`config.mk`:
```
export PLATFORM = sky130hd
export DESIGN_NAME = undo_redo_history_stacks
export DESIGN_NICKNAME = d
export VERILOG_FILES = /design/src/sv/urh_pkg.sv /design/src/sv/undo_redo_history_stacks.sv /design/src/sv/urh_cell.sv /design/src/sv/urh_stack.sv
export SDC_FILE = /design/constraint.sdc
export NUM_CORES = 2
export LEC_CHECK = 0
export ABC_CLOCK_PERIOD_IN_PS = 8200
export BUFFER_PORTS_ARGS = -buffer_cell sky130_fd_sc_hd__buf_2
export CAP_MARGIN = 25
export CORE_MARGIN = 2
export CORE_UTILIZATION = 60
export CTS_CLUSTER_DIAMETER = 50
export DETAILED_ROUTE_END_ITERATION = 6
export PLACE_DENSITY = 0.75
export SLEW_MARGIN = 10
export SYNTH_ARGS = -nofsm -noshare
export SYNTH_HDL_FRONTEND = slang
export SYNTH_HIERARCHICAL = 1
export SYNTH_SLANG_ARGS = --single-unit
```
`constraint.sdc`:
```
create_clock -name clk -period 8.2 [get_ports clk]
set_input_delay 0.82 -clock clk [delete_from_list [all_inputs] [get_ports clk]]
set_output_delay 0.82 -clock clk [all_outputs]
set_load 0.1 [all_outputs]
```
`src/sv/urh_pkg.sv`:
```
package urh_pkg;

	// Item kinds carried on the input tuser.
	typedef enum logic [1:0] {
		KIND_NAV  = 2'd0,
		KIND_UNDO = 2'd1,
		KIND_REDO = 2'd2,
		KIND_NONE = 2'd3
	} kind_t;

	// Operation applied to one stack (and its row of cells) in a cycle.
	typedef enum logic [1:0] {
		STK_HOLD  = 2'd0,
		STK_PUSH  = 2'd1,
		STK_POP   = 2'd2,
		STK_CLEAR = 2'd3
	} stk_op_t;

	// Fill status of one stack, sent up to the top level.
	typedef struct packed {
		logic empty;
		logic full;
		logic single;
	} stk_status_t;

	localparam int unsigned KIND_BITS = 2;
	localparam int unsigned FLAG_BITS = 3;

endpackage

```
`src/sv/undo_redo_history_stacks.sv`:
```
// Undo/redo history: two bounded stacks of entries (id plus data word).
// Input stream s_*: s_tuser carries the kind (navigate, undo, redo), s_tdata
// the entry id and data word used by navigate. Output stream m_*: one word per
// input word, with the current entry in m_tdata and the status flags in
// m_tuser. The home id comes from cfg_wdata, written whenever cfg_we is high.
// Each stack is a row of DEPTH cells; a push shifts the row one cell deeper,
// a pop shifts it one cell toward the top, so the top two entries always sit
// in fixed cells.
// The result is captured in the output register when the input word is
// accepted. Throughput: one word per cycle while the receiver takes each
// result, set by the single output register that s_tready waits on.
// When the receiver stalls, the result is held and s_tready stays low until
// it is taken; no further word is accepted meanwhile.
// Reset empties both stacks, clears the home id to zero and drops any
// pending result; entries above the stack counts are never read.
module undo_redo_history_stacks #(
	parameter int unsigned DEPTH     = 16,
	parameter int unsigned ID_BITS   = 16,
	parameter int unsigned DATA_BITS = 32
) (
	input  logic                     clk,
	input  logic                     arst_n,
	input  logic                     cfg_we,
	input  logic [ID_BITS-1:0]       cfg_wdata,     // home_entry
	input  logic                     s_tvalid,
	output logic                     s_tready,
	input  logic [((ID_BITS + DATA_BITS + 7) / 8) * 8 - 1:0] s_tdata, // entry_id, entry_data
	input  logic [urh_pkg::KIND_BITS-1:0] s_tuser,  // kind
	output logic                     m_tvalid,
	input  logic                     m_tready,
	output logic [((ID_BITS + DATA_BITS + 7) / 8) * 8 - 1:0] m_tdata, // out_entry, out_data
	output logic [urh_pkg::FLAG_BITS-1:0] m_tuser   // ok, went_home, push_dropped
);

	localparam int unsigned EW = ID_BITS + DATA_BITS;
	localparam int unsigned TW = ((EW + 7) / 8) * 8;

	logic [ID_BITS-1:0]   home_q;
	logic                 m_tvalid_q;
	logic                 ok_q;
	logic                 went_home_q;
	logic                 dropped_q;
	logic [ID_BITS-1:0]   out_id_q;
	logic [DATA_BITS-1:0] out_data_q;

	urh_pkg::kind_t       kind;
	logic                 in_acc;
	logic [EW-1:0]        in_entry;

	urh_pkg::stk_op_t     undo_op;
	urh_pkg::stk_op_t     redo_op;
	logic [EW-1:0]        undo_push;
	logic [EW-1:0]        redo_push;
	logic [EW-1:0]        undo_top;
	logic [EW-1:0]        undo_next;
	logic [EW-1:0]        redo_top;
	logic [EW-1:0]        redo_next;
	urh_pkg::stk_status_t undo_st;
	urh_pkg::stk_status_t redo_st;

	logic                 ok_d;
	logic                 went_home_d;
	logic                 dropped_d;
	logic [ID_BITS-1:0]   out_id_d;
	logic [DATA_BITS-1:0] out_data_d;

	assign kind     = urh_pkg::kind_t'(s_tuser);
	assign s_tready = !m_tvalid_q || m_tready;
	assign in_acc   = s_tvalid && s_tready;
	assign in_entry = s_tdata[EW-1:0];

	// Entries are packed {data, id}; the id sits in the low bits.
	always_comb begin
		undo_op     = urh_pkg::STK_HOLD;
		redo_op     = urh_pkg::STK_HOLD;
		undo_push   = in_entry;
		redo_push   = undo_top;
		ok_d        = 1'b0;
		went_home_d = 1'b0;
		dropped_d   = 1'b0;
		out_id_d    = '0;
		out_data_d  = '0;
		case (kind)
			urh_pkg::KIND_NAV: begin
				undo_op   = urh_pkg::STK_PUSH;
				redo_op   = urh_pkg::STK_CLEAR;
				ok_d      = 1'b1;
				dropped_d = undo_st.full;
			end
			urh_pkg::KIND_UNDO: begin
				if (!undo_st.empty) begin
					undo_op   = urh_pkg::STK_POP;
					redo_op   = urh_pkg::STK_PUSH;
					ok_d      = 1'b1;
					dropped_d = redo_st.full;
					if (undo_st.single) begin
						out_id_d    = home_q;
						went_home_d = 1'b1;
					end else begin
						out_id_d   = undo_next[ID_BITS-1:0];
						out_data_d = undo_next[EW-1:ID_BITS];
					end
				end
			end
			urh_pkg::KIND_REDO: begin
				if (!redo_st.empty) begin
					redo_op    = urh_pkg::STK_POP;
					undo_op    = urh_pkg::STK_PUSH;
					undo_push  = redo_top;
					ok_d       = 1'b1;
					dropped_d  = undo_st.full;
					out_id_d   = redo_top[ID_BITS-1:0];
					out_data_d = redo_top[EW-1:ID_BITS];
				end
			end
			default: begin
				ok_d = 1'b0;
			end
		endcase
		if (!in_acc) begin
			undo_op = urh_pkg::STK_HOLD;
			redo_op = urh_pkg::STK_HOLD;
		end
	end

	urh_stack #(.DEPTH(DEPTH), .W(EW)) u_undo (
		.clk      (clk),
		.arst_n   (arst_n),
		.op       (undo_op),
		.push_val (undo_push),
		.top      (undo_top),
		.next     (undo_next),
		.status   (undo_st)
	);

	urh_stack #(.DEPTH(DEPTH), .W(EW)) u_redo (
		.clk      (clk),
		.arst_n   (arst_n),
		.op       (redo_op),
		.push_val (redo_push),
		.top      (redo_top),
		.next     (redo_next),
		.status   (redo_st)
	);

	always_ff @(posedge clk or negedge arst_n) begin
		if (!arst_n) begin
			home_q     <= '0;
			m_tvalid_q <= 1'b0;
		end else begin
			if (cfg_we) begin
				home_q <= cfg_wdata;
			end
			if (in_acc) begin
				m_tvalid_q <= 1'b1;
			end else if (m_tready) begin
				m_tvalid_q <= 1'b0;
			end
		end
	end

	// Hold the result until the receiver takes it.
	always_ff @(posedge clk) begin
		if (in_acc) begin
			ok_q        <= ok_d;
			went_home_q <= went_home_d;
			dropped_q   <= dropped_d;
			out_id_q    <= out_id_d;
			out_data_q  <= out_data_d;
		end
	end

	assign m_tvalid = m_tvalid_q;
	assign m_tdata  = TW'({out_data_q, out_id_q});
	assign m_tuser  = {dropped_q, went_home_q, ok_q};

	a_undo_empty_fails: assert property (@(posedge clk) disable iff (!arst_n)
		(in_acc && kind == urh_pkg::KIND_UNDO && undo_st.empty)
		|=> (m_tvalid_q && !ok_q))
		else $error("undo on empty history reported success");

	a_home_implies_ok: assert property (@(posedge clk) disable iff (!arst_n)
		(m_tvalid_q && went_home_q) |-> (ok_q && out_data_q == '0))
		else $error("home result without success or with data");

	a_redo_shrinks: assert property (@(posedge clk) disable iff (!arst_n)
		(in_acc && kind == urh_pkg::KIND_REDO && redo_st.single)
		|=> redo_st.empty)
		else $error("redo of last entry left redo stack non-empty");

endmodule

```
`src/sv/urh_cell.sv`:
```
module urh_cell #(
	parameter int unsigned W = 48
) (
	input  logic            clk,
	input  urh_pkg::stk_op_t op,
	input  logic [W-1:0]    from_up,
	input  logic [W-1:0]    from_down,
	output logic [W-1:0]    value
);

	logic [W-1:0] value_q;

	// Push moves every entry one cell deeper, pop one cell toward the top.
	always_ff @(posedge clk) begin
		case (op)
			urh_pkg::STK_PUSH: value_q <= from_up;
			urh_pkg::STK_POP:  value_q <= from_down;
			default:           value_q <= value_q;
		endcase
	end

	assign value = value_q;

endmodule

```
`src/sv/urh_stack.sv`:
```
module urh_stack #(
	parameter int unsigned DEPTH = 16,
	parameter int unsigned W     = 48
) (
	input  logic                  clk,
	input  logic                  arst_n,
	input  urh_pkg::stk_op_t      op,
	input  logic [W-1:0]          push_val,
	output logic [W-1:0]          top,
	output logic [W-1:0]          next,
	output urh_pkg::stk_status_t  status
);

	localparam int unsigned CW = $clog2(DEPTH + 1);

	logic [CW-1:0]    count_q;
	logic [W-1:0]     cell_val [DEPTH];
	urh_pkg::stk_op_t cell_op;
	logic             full;
	logic             empty;

	assign full  = (count_q == CW'(DEPTH));
	assign empty = (count_q == '0);

	// Drop a push onto a full stack and a pop from an empty one.
	always_comb begin
		cell_op = urh_pkg::STK_HOLD;
		case (op)
			urh_pkg::STK_PUSH: if (!full)  cell_op = urh_pkg::STK_PUSH;
			urh_pkg::STK_POP:  if (!empty) cell_op = urh_pkg::STK_POP;
			default:           cell_op = urh_pkg::STK_HOLD;
		endcase
	end

	always_ff @(posedge clk or negedge arst_n) begin
		if (!arst_n) begin
			count_q <= '0;
		end else begin
			case (op)
				urh_pkg::STK_CLEAR: count_q <= '0;
				urh_pkg::STK_PUSH:  if (!full)  count_q <= count_q + CW'(1);
				urh_pkg::STK_POP:   if (!empty) count_q <= count_q - CW'(1);
				default:            count_q <= count_q;
			endcase
		end
	end

	for (genvar i = 0; i < DEPTH; i++) begin : g_cell
		logic [W-1:0] up_val;
		logic [W-1:0] down_val;

		if (i == 0) begin : g_first
			assign up_val = push_val;
		end else begin : g_mid
			assign up_val = cell_val[i-1];
		end

		if (i == DEPTH - 1) begin : g_last
			assign down_val = cell_val[i];
		end else begin : g_inner
			assign down_val = cell_val[i+1];
		end

		urh_cell #(.W(W)) u_cell (
			.clk       (clk),
			.op        (cell_op),
			.from_up   (up_val),
			.from_down (down_val),
			.value     (cell_val[i])
		);
	end

	assign top = cell_val[0];

	if (DEPTH > 1) begin : g_next
		assign next = cell_val[1];
	end else begin : g_no_next
		assign next = '0;
	end

	assign status.empty  = empty;
	assign status.full   = full;
	assign status.single = (count_q == CW'(1));

	a_count_bound: assert property (@(posedge clk) disable iff (!arst_n)
		count_q <= CW'(DEPTH))
		else $error("stack count above depth");

	a_full_push_drop: assert property (@(posedge clk) disable iff (!arst_n)
		(op == urh_pkg::STK_PUSH && full) |=> $stable(count_q))
		else $error("push onto full stack changed the count");

	a_clear_empties: assert property (@(posedge clk) disable iff (!arst_n)
		(op == urh_pkg::STK_CLEAR) |=> (count_q == '0))
		else $error("clear left entries on the stack");

endmodule
```
[Yosys cells after proc, flatten, opt, wreduce, memory -nomap -nowiden]
Cells that the tools add are included.
Widths: inputs -> output; s select.
Word-level totals
  bits in registers: 1614
  output and inout port bits: 53
  bits of input ports: 71
  word-level logic and storage cells: 146
Cells by class
  mux-type cells: 67
  add/subtract/negate cells: 4
  eq/ne operators: 19
  bitwise operators: 1
  reduce and logical (&&, ||, !) cells: 14
Operators by type and width (count)
  $pmux 48 s2: 30
  $mux 32: 3
  $mux 48: 2
  $pmux 32 s2: 1
  $mux 16: 3
  $pmux 16 s2: 1
  $pmux 5 s3: 2
  $mux 5: 4
  $eq 2x2->1 const B: 7
  $pmux 2 s3: 2
  $mux 1: 11
  $add 5x1->5 const B: 2
  $eq 2x1->1 const B: 5
  $eq 5x5->1 const B: 2
  $logic_not 5->1: 2
  $sub 5x1->5 const B: 2
  $mux 2: 4
  $ne 2x2->1 const B: 4
  $pmux 2 s2: 2
  $pmux 1 s3: 2
  $reduce_and 3->1: 2
  $reduce_bool 2->1: 3
  $reduce_bool 3->1: 2
  $eq 5x1->1 const B: 1
  other kinds (6): 6

[Longest topological paths before layout]
  word-level depth: 8
  mapped depth: 20
  mapped depth without buffers: 14

[Cells and area by module]
The synthesis kept the hierarchy.
Modules (own cells, without submodules)
  urh_cell: instances 32, cells an instance 104, sequential area each 1441.4 µm², area each 2120.8 µm²
  undo_redo_history_stacks: instances 1, cells an instance 379, sequential area each 1956.9 µm², area each 3843.7 µm²
  urh_stack at u_undo: instances 1, cells an instance 73, sequential area each 125.1 µm², area each 590.6 µm²
  urh_stack at u_redo: instances 1, cells an instance 66, sequential area each 125.1 µm², area each 580.6 µm²

[Worst setup path before layout]
No wires, ideal clock.
  kind: flip-flop to flip-flop
  start point: register m_tvalid_q (netlist: m_tvalid)
  end point: register u_redo.g_cell[0].u_cell.value_q[0] (enable)
  stages on the path, launching flop included: 12
  arrival: 4686 ps
  clock period less this slack: 5089 ps
  buffers on the path: 1
  required time: 7798 ps
  slack: 3111 ps
  path through: dfrtp_1 nand2b_1 nand3b_1 nor2_1 inv_1 ha_1 clkbuf_1 nand2_1 nor2_1 inv_1 ha_1 inv_1
On the way
  cells in the longest elaborated chain, start to end: 8
  elaborated cells on any way between the ends: 10
Ends and longest elaborated chain
  start, declared: line undo_redo_history_stacks.sv:39  | logic m_tvalid_q;
  start signal, assigned: line undo_redo_history_stacks.sv:149  | m_tvalid_q <= 1'b0;
  start signal, assigned: line undo_redo_history_stacks.sv:155  | m_tvalid_q <= 1'b1;
  start signal, assigned: line undo_redo_history_stacks.sv:157  | m_tvalid_q <= 1'b0;
  $logic_not 1->1 (*): line undo_redo_history_stacks.sv:68  | assign s_tready = !m_tvalid_q || m_tready;
  $logic_or 1x1->1 (*): line undo_redo_history_stacks.sv:68
  net s_tready: line undo_redo_history_stacks.sv:26  | output logic s_tready,
  $logic_and 1x1->1 (*): line undo_redo_history_stacks.sv:69  | assign in_acc = s_tvalid && s_tready;
  $mux 2 (*): line undo_redo_history_stacks.sv:120  | if (!in_acc) begin
  net redo_op[1]: line undo_redo_history_stacks.sv:51  | urh_pkg::stk_op_t redo_op;
  $eq 2x2->1 or $eq 2x1->1 (tied branches): line urh_stack.sv:28  | case (op)
  $pmux 2 s2 (*): line urh_stack.sv:28
  net u_redo.cell_op[0]: line urh_stack.sv:18  | urh_pkg::stk_op_t cell_op;
  $eq 2x2->1 or $eq 2x1->1 (tied branches): line urh_cell.sv:15  | case (op)
  $reduce_bool 2->1 (no source line) (*)
  end signal, assigned: line urh_cell.sv:16  | urh_pkg::STK_PUSH: value_q <= from_up;
  end signal, assigned: line urh_cell.sv:17  | urh_pkg::STK_POP: value_q <= from_down;
  end signal, assigned: line urh_cell.sv:18  | default: value_q <= value_q;
  end, declared: line urh_cell.sv:11  | logic [W-1:0] value_q;
Mark *: on every way through the listed nets, which the timed path passes. The rest lies on a longest branch.
A chain may end at the register's enable or synchronous reset.

==> metrics.cfg <==
[setup_path]
cpMostUsedCell=nor2_1
cp-start-kind=flop
cp_num_buf_inv=5
critPathCaptureType=flop
critical_path_class=reg -> reg
critPathSlowestCell=inv_2
cp.required_ns=8.62
path_depth=15
crit_chain=inv_1 > ha_1 > or3b_4 > nor2_1 > nor2b_1 > nor2_1 > nor2_1 > inv_1 > ha_1 > nand2_1 > nor2_1 > buf_4 > ha_2 > inv_2 > buf_4
cp_data_arrival_time_ns=5.52
reg2regPathDepth=15
cp_top_family=simple AND/OR/NAND/NOR gates
slowest_delay_ns=0.57
crit_path_max_fanout=31

[logic_synthesis]
netlist_instances=3844
yosysWarnings=6
avgSynthCellArea_sq_um=19.0
syn_nets=3965
netlist_area_sq_mm=0.0729

[routing]
ant_nets=0
wl_mm=133
detail_route.vias_per_cell=5.80
dr.pass1.iters=7
vias=33400
drc=0
drtIter0Drc=3074
post_drt_wl_per_cell_microns=23.1

[layout]
layout-drive-gt1-share_pct=50.3
fin_area_sq_mm=0.0798
layout.nets=4124
syn2layout_area_growth_pct=9.59

[die]
rows=127
fp.dieH_microns=352
initial_core_util_pct=60.6
dieArea_sq_mm=0.124
core_sq_mm=0.120
fp.dieW_microns=352
pin_count=124

[placement]
place_hpwl_mm=91.9
gp_congestion=0.856
portBuffers=123
post_dp_cell_area_sq_mm=0.0743

[clock_tree]
htreeDepth=4
tritoncts=built
path_clk_slew_ns=0.06
cts_buffer_depth=3
root_buffer=clkbuf_16
cts_resized=0
cts_inserted_buffers=170
cts.sinks=1614
clk_latency_ns=0.76
ctsHoldBuffers=0
cts_setup_buffers=0

[global_routing]
antenna_found_initial=11
grt_overflow=0
grt_usage_pct=21.2
grt_pass1_vias=33700
grt_max_degree=52
grt_pass1_wl_mm=205

[power]
p_leak_nw=27.0
power.density_mw_per_mm2=210
peakVddDrop_mv=0.209

[timing]
finalCritPeriodShare_pct=62.3
rsz0062_at_grt=no
setup_viol=0
max_freq_ghz=0.196
tns_ns=0
holdWs_ns=0.126
fin_crit_ns=5.11
drv_slew=0
hold_viol=0
tightestPinTransition_ns=1.00
maxSlewHeadroom_pct=33.0
skew_ns=0.0151

[outcome]
status=completed

[flow_run]
drv_cap=0

[worst_hold_path]
hold_path.class=in -> async

-- layer usage --
layer | track usage [%] | vias up | wire length [microns]
met1 | 32.6 | 17100 | 63700
met4 | 5.74 | 4 | 2620
li1 | - | 15200 | -
met2 | 31.4 | 882 | 58700
met5 | 0 | - | 21
met3 | 3.57 | 173 | 7690
-- path summary, 6_finish.rpt --
check                             startpoint  slack [ns]                                 end
max in group asynchronous             arst_n        7.61                           home_q[1]
setup reg to reg           u_undo/count_q[0]        3.09  u_redo/g_cell[12].u_cell/value[28]
hold reg to reg                   home_q[12]        0.51                          home_q[12]
hold / removal                        arst_n        0.13                            m_tvalid
setup / recovery           u_undo/count_q[0]        3.09  u_redo/g_cell[12].u_cell/value[28]
min in group clk                    s_tvalid        0.28                            m_tvalid
-- per-stage QoR --
step / total power, W / setup slack (ns) / cells / util (%)
6_report: 0.0167 / 3.09 / 5751 / 66.5
5_1_grt: 0.0172 / 2.86 / 5749 / 66.5
4_1_cts: 0.0169 / 3.12 / 5737 / 66.3
3_5_place_dp: 0.00959 / 3.13 / 5431 / 61.9
3_3_place_gp: 0.00958 / 2.86 / 5429 / 61.8
2_1_floorplan: 0.00947 / 3.11 / 3844 / -
-- power breakdown --
part,internal [W],switching (W)
logic,0.000117,0.000234
clock network,0.00422,0.00309
registers,0.00902,0.0000423
-- flip-flops by register name, summed over array words and instances (netlist names) --
register / flops
u_undo/g_cell.u_cell/value: 768
went_home_q: 1
m_tvalid: 1
u_undo/count_q: 5
out_id_q: 16
u_redo/count_q: 5
out_data_q: 32
ok_q: 1
dropped_q: 1
home_q: 16
u_redo/g_cell.u_cell/value: 768
-- area by class of cell --
class / count / area [sq um]
Antenna cell: 2 / 5.00
Tap cell: 1612 / 2020
Inverter: 75 / 282
Sequential cell: 1614 / 48300
Clock inverter: 97 / 820
Fill cell: 7960 / 40300
Clock buffer: 209 / 4460
Multi-Input combinational cell: 1954 / 22700
Timing Repair Buffer: 188 / 1270
-- layout by cell type, fill, tap and decap left out, types with 4 or more instances in the layout --
master,count
clkbuf_1,36
clkinv_1,37
mux2i_1,19
clkinv_2,23
o2bb2ai_1,16
buf_12,13
ha_1,18
nand2b_1,4
mux2_4,640
buf_2,123
xor2_1,5
buf_4,51
clkinvlp_4,10
nor2_1,12
mux2_2,912
clkbuf_16,173
inv_2,32
dfrtp_1,27
ha_2,32
a21boi_2,30
bufinv_16,11
a21oi_1,9
inv_6,8
nand2_1,196
edfxtp_1,1587
inv_1,43
clkinv_4,4
nand3_1,4
Note: power is estimated with default switching activity, not from simulation.
